<file path="config.mk">
export PLATFORM = sky130hd
export DESIGN_NAME = mcns_label_store
export DESIGN_NICKNAME = d
export VERILOG_FILES = /design/src/rtl/markov_chain_note_sampler_assert.svh /design/src/rtl/mcns_pkg.sv /design/src/rtl/mcns_label_store.sv
export SDC_FILE = /design/constraint.sdc
export NUM_CORES = 2
export LEC_CHECK = 0
export ABC_CLOCK_PERIOD_IN_PS = 9300
export BUFFER_PORTS_ARGS = -buffer_cell sky130_fd_sc_hd__buf_2
export CAP_MARGIN = 20
export CORE_MARGIN = 5
export CORE_UTILIZATION = 58
export DETAILED_ROUTE_END_ITERATION = 8
export PLACE_DENSITY = 0.74
export SYNTH_ARGS = -nofsm -noshare
export SYNTH_HDL_FRONTEND = slang
export SYNTH_SLANG_ARGS = --single-unit
</file>
<file path="constraint.sdc">
create_clock -name i_clk -period 9.3 [get_ports i_clk]
set_clock_uncertainty 0.2 [all_clocks]
set_input_delay 1.395 -clock i_clk [delete_from_list [all_inputs] [get_ports i_clk]]
set_output_delay 1.395 -clock i_clk [all_outputs]
set_load 0.005 [all_outputs]
</file>
<file path="src/rtl/markov_chain_note_sampler_assert.svh">
// assertion macros for the note sampler
`ifndef MARKOV_CHAIN_NOTE_SAMPLER_ASSERT_SVH
`define MARKOV_CHAIN_NOTE_SAMPLER_ASSERT_SVH

`ifndef SYNTH
// property that must hold at every clock edge outside reset
`define MCNS_ASSERT(lbl, clk, rst_n, prop) \
    lbl: assert property (@(posedge clk) disable iff (!rst_n) (prop)) \
        else $error("mcns assertion failed");
// consequent must hold in the cycle after the antecedent
`define MCNS_ASSERT_NEXT(lbl, clk, rst_n, ante, cons) \
    lbl: assert property (@(posedge clk) disable iff (!rst_n) (ante) |=> (cons)) \
        else $error("mcns assertion failed");
`else
`define MCNS_ASSERT(lbl, clk, rst_n, prop)
`define MCNS_ASSERT_NEXT(lbl, clk, rst_n, ante, cons)
`endif

`endif

</file>
<file path="src/rtl/mcns_pkg.sv">
`timescale 1ns / 1ps
package mcns_pkg;

    localparam int MAX_ROWS    = 128;
    localparam int MAX_COLUMNS = 64;
    localparam int PROB_BITS   = 16;
    localparam int NOTE_BITS   = 10;

    localparam int ROW_AW   = $clog2(MAX_ROWS);
    localparam int COL_AW   = $clog2(MAX_COLUMNS);
    localparam int PROB_AW  = ROW_AW + COL_AW;
    localparam int SUM_BITS = PROB_BITS + COL_AW;

    localparam int ROWCNT_W = 8;
    localparam int COLCNT_W = 7;
    localparam int CFG_W    = 8;

    typedef logic [NOTE_BITS-1:0] t_note;

    typedef struct packed {
        t_note older;
        t_note newer;
    } t_label;

    typedef struct packed {
        logic               we;
        logic [PROB_AW-1:0] waddr;
        logic [PROB_BITS-1:0] wdata;
        logic               re;
        logic [PROB_AW-1:0] raddr;
    } t_prob_port;

    typedef struct packed {
        logic              we;
        logic [COL_AW-1:0] waddr;
        t_note             wdata;
        logic              re;
        logic [COL_AW-1:0] raddr;
    } t_col_port;

    typedef struct packed {
        logic              we;
        logic [ROW_AW-1:0] waddr;
        t_label            wdata;
        logic              re;
        logic [ROW_AW-1:0] raddr;
    } t_lbl_port;

    typedef struct packed {
        t_note      first;
        t_note      second;
        logic [1:0] count;
        logic [1:0] status;
    } t_result;

    typedef enum logic [2:0] {
        ACT_LOAD_PROB = 3'd0,
        ACT_LOAD_ROW  = 3'd1,
        ACT_LOAD_COL  = 3'd2,
        ACT_GENERATE  = 3'd3,
        ACT_RESTART   = 3'd4
    } t_action;

    typedef enum logic [2:0] {
        ST_IDLE,
        ST_PICK,
        ST_LDATA,
        ST_SCAN,
        ST_NOTE,
        ST_SEARCH,
        ST_EMIT
    } t_state;

    localparam logic [1:0] STAT_OK          = 2'd0;
    localparam logic [1:0] STAT_NOT_REACHED = 2'd1;
    localparam logic [1:0] STAT_NO_ROW      = 2'd2;

    localparam logic [1:0] CFG_CHAIN_ORDER = 2'd0;
    localparam logic [1:0] CFG_ROWS        = 2'd1;
    localparam logic [1:0] CFG_COLS        = 2'd2;

    localparam logic [1:0] ORDER_SECOND = 2'd2;

endpackage

</file>
<file path="src/rtl/mcns_label_store.sv">
`timescale 1ns / 1ps
module mcns_label_store (
    input  logic                i_clk,
    input  mcns_pkg::t_lbl_port i_lbl,
    output mcns_pkg::t_label    o_rdata
);
    import mcns_pkg::*;

    t_label r_lbl_mem [MAX_ROWS];
    t_label r_rdata;

    always_ff @(posedge i_clk) begin
        if (i_lbl.we) begin
            r_lbl_mem[i_lbl.waddr] <= i_lbl.wdata;
        end
        if (i_lbl.re) begin
            r_rdata <= r_lbl_mem[i_lbl.raddr];
        end
    end

    assign o_rdata = r_rdata;

endmodule

</file>
After elaboration in Yosys (flattened, before gate mapping)

Memory sizes are Yosys's and may differ from the RTL's. A register that Yosys moved wholly into a read port is not among the register bits.
Cells that the tools add are included.

Flip-flop bits (word level): 0
Memory bits (writable): 2560
Input port bits: 37
Output and inout port bits: 20
Word-level logic and storage cells: 3
Memories kept: 1

Muxes and demuxes: 2

Memories:

| name      | depth | bits a word | rd ports | clocked after memory_dff | wr ports | RTL line              | RTL |
|---|---|---|---|---|---|---|---|
| r_lbl_mem | 128   | 20          | 1        | 1                        | 1        | mcns_label_store.sv:9 | `t_label r_lbl_mem [MAX_ROWS];` |

Operators by type and width:

| cell              | number |
|---|---|
| two-way mux 1 bit | 2 |

Logic depth before layout (Yosys ltp)

Depth in word-level cells: 2
Mapped depth: 7
Mapped depth without buffers: 4

Worst setup path before layout

No wires, ideal clock.

Kind: input -> register
From: in i_lbl[0] (netlist bit)
To: reg o_rdata[0] (netlist name)
Library setup time: 0.260 ns
Arrival time: 3.771 ns
Data required time: 8.840 ns
Slack: 5.069 ns
Stages: 6
Buffers on the path: 2
Cells stage by stage: buf_2 clkbuf_1 mux4_2 mux4_2 mux4_2 mux2_2

RTL lines:

| element         | RTL line              | RTL |
|---|---|---|
| start, declared | mcns_label_store.sv:4 | `input mcns_pkg::t_lbl_port i_lbl,` |

==> results.cfg <==
[status]
status = finished clean

[timing]
setup_violations = 0
layout_min_cycle_time_ns = 4.638
worst_hold_slack_ns = 0.6456
slew_headroom_pct = 24.54
fmax_mhz = 215.6
rsz0062_at_grt = false
finalMaxSlewViolations = 0
worst_pin_slew_ns = 1.129
final.setup.tns_ns = 0
period_share_pct = 49.88
hold_viol = 0

[drt]
drtIter0Drc = 7532
drc = 0
wire_per_inst_microns = 37.86
dr.pass1.iters = 5
drt-total-wl_microns = 245400
vias = 45100
via_per_inst = 6.958
ant_nets = 0

[synth]
ys_ff_latch = 2580
yosysTopAreaCell = edfxtp_1
yosys_warnings = 0
syn_area_sq_um = 98160
netlist.area_leader.share_pct = 78.93
synth_nets = 3849
syn-instance-count = 3812
ys_seq_area_share_pct = 78.93
post_synth_num_cell_types = 14
synthTopCellsByArea = edfxtp_1 79%, mux4_2 19%, clkbuf_1 0.49%
synth.avg_cell_area_sq_um = 25.75

[place]
hpwl_microns = 128600
portBuffers = 56
dpl-instance-area_sq_um = 102200
dp.cells = 6036
gp_congestion = 0.8162

[worst_setup_path]
end_kind = flip-flop
start_kind = input port
critPathBufInv = 2
startpoint = i_lbl[0]
cpPeakStageDelay_ns = 0.66
worst_path_most_repeated_cell = mux4_2
crit_chain = buf_8 > buf_12 > mux4_2 > mux4_2 > mux4_2 > mux2_2
reg2reg_from = r_lbl_mem[23][3]
r2r_slack_ns = 6.41
critPathTopFamily = multiplexers
timing.rr.end = o_rdata[3]
cp_max_fo = 103
slowest_stage = buf_12
r2r_cells = 4
path_class = in2reg
worstPathArrival_ns = 5.08
required_ns = 9.74

[clocking]
cts_sinks = 2580
hold_buffers = 0
cts_setup_buffers = 0
insertion_delay_ns = 0.90
cts_tree = built
clockRootBuffer = clkbuf_16
ctsResizeCount = 0
cts-buffers-inserted = 237
clockBufferDepth = 3
h-tree-depth = 4
path_clk_slew_ns = 0.07

[worst_hold_path]
min_path_type = in2reg
holdPathStages = 1
min_to = r_lbl_mem[77][15]
min_from = i_lbl[23]

[grt]
grt_max_degree = 153
grt_pass1_vias = 45620
grt_util_all_layers_pct = 27.94
overflow = 0
grt_first_pass_wirelength_microns = 347900
antenna_found_initial = 31

[pwr]
peakVddDrop_v = 0.0001868
p_leak_uw = 0.03359
power.density_nw_per_um2 = 214.5

[die]
fp.dieW_microns = 421.4
rows = 151
start_util_pct = 58.11
dieArea_sq_um = 177600
io_pins = 57
core_sq_um = 168900
dieHeight_microns = 421.4

[layout]
finish.instance_area_sq_um = 109900
final_cell_mix = 2580 x edfxtp_1, 840 x mux4_2, 238 x clkbuf_16, 160 x buf_4, 95 x nor2_2
final_nets = 4096
final_cells = 6482
fillers = 10370
layout-drive-gt1-share_pct = 35.72
area_growth_pct = 11.99
final_common_cell = edfxtp_1

[job]
maxCapViolations = 0
[layer usage]
layer | up-vias | global-route usage [%] | wire (microns)
met5 | - | 0 | 40
met3 | 478 | 6.641 | 28140
li1 | 17190 | - | -
met2 | 3320 | 43.72 | 118800
met1 | 24110 | 39.18 | 87930
met4 | 6 | 10.87 | 10490
[cell type report]
| cell class | instances | area [sq um] | share of cell area (%) |
|---|---|---|---|
| sequential | 2580 | 77470 | 70.48 |
| multi-input combinational | 1030 | 20300 | 18.47 |
| clock buffer | 288 | 6143 | 5.589 |
| tap | 2218 | 2775 | 2.525 |
| timing repair buffer | 210 | 1724 | 1.568 |
| clock inverter | 144 | 1478 | 1.344 |
| antenna | 12 | 30.03 | 0.02732 |
[flip-flops by register name, summed over array words and instances, names as in the netlist]
signal and flops:
r_lbl_mem 2560, o_rdata 20
[report_power, final]
group	switching (uW)	internal, uW	total (uW)
Sequential	40.4	12900	12900
Combinational	705	459	1160
Clock	4230	5290	9520
Total	4970	18600	23600
[cell usage after synthesis]
cell type / n
nand3_1: 12
or3_1: 1
mux2_2: 20
nor2_1: 122
nand2_1: 14
nand4_1: 3
buf_2: 67
edfxtp_1: 2580
nor3_1: 9
mux4_2: 840
clkbuf_1: 128
buf_1: 7
nand2b_1: 2
nor2b_1: 7
[kinds of logic after synthesis]
family        share of synthesized area [%]
buf+inv                              0.8579
simple gates                         0.7100
mux                                   19.50
flops                                 78.93
[through the flow]
| stage | power [uW] | worst slack (ns) | util [%] |
|---|---|---|---|
| 3_5_place_dp | 14290 | 3.718 | 60.52 |
| 3_3_place_gp | 14270 | 3.699 | 60.52 |
| 6_report | 23570 | 4.662 | 65.08 |
| 5_1_grt | 24270 | 4.492 | 65.07 |
| 2_1_floorplan | 13740 | 5.069 | - |
| 4_1_cts | 23680 | 4.677 | 65.04 |
[worst max-delay path by stage]
stage                            end  slack (ns)  cells after the start
after floorplan           o_rdata[0]        5.07                      6
after global placement    o_rdata[1]        3.70                      6
after detailed placement  o_rdata[1]        3.72                      6
after CTS                 o_rdata[1]        4.68                      6
after global routing      o_rdata[8]        4.49                      6
final                     o_rdata[1]        4.66                      6
Power figures use the tool's default switching activity.
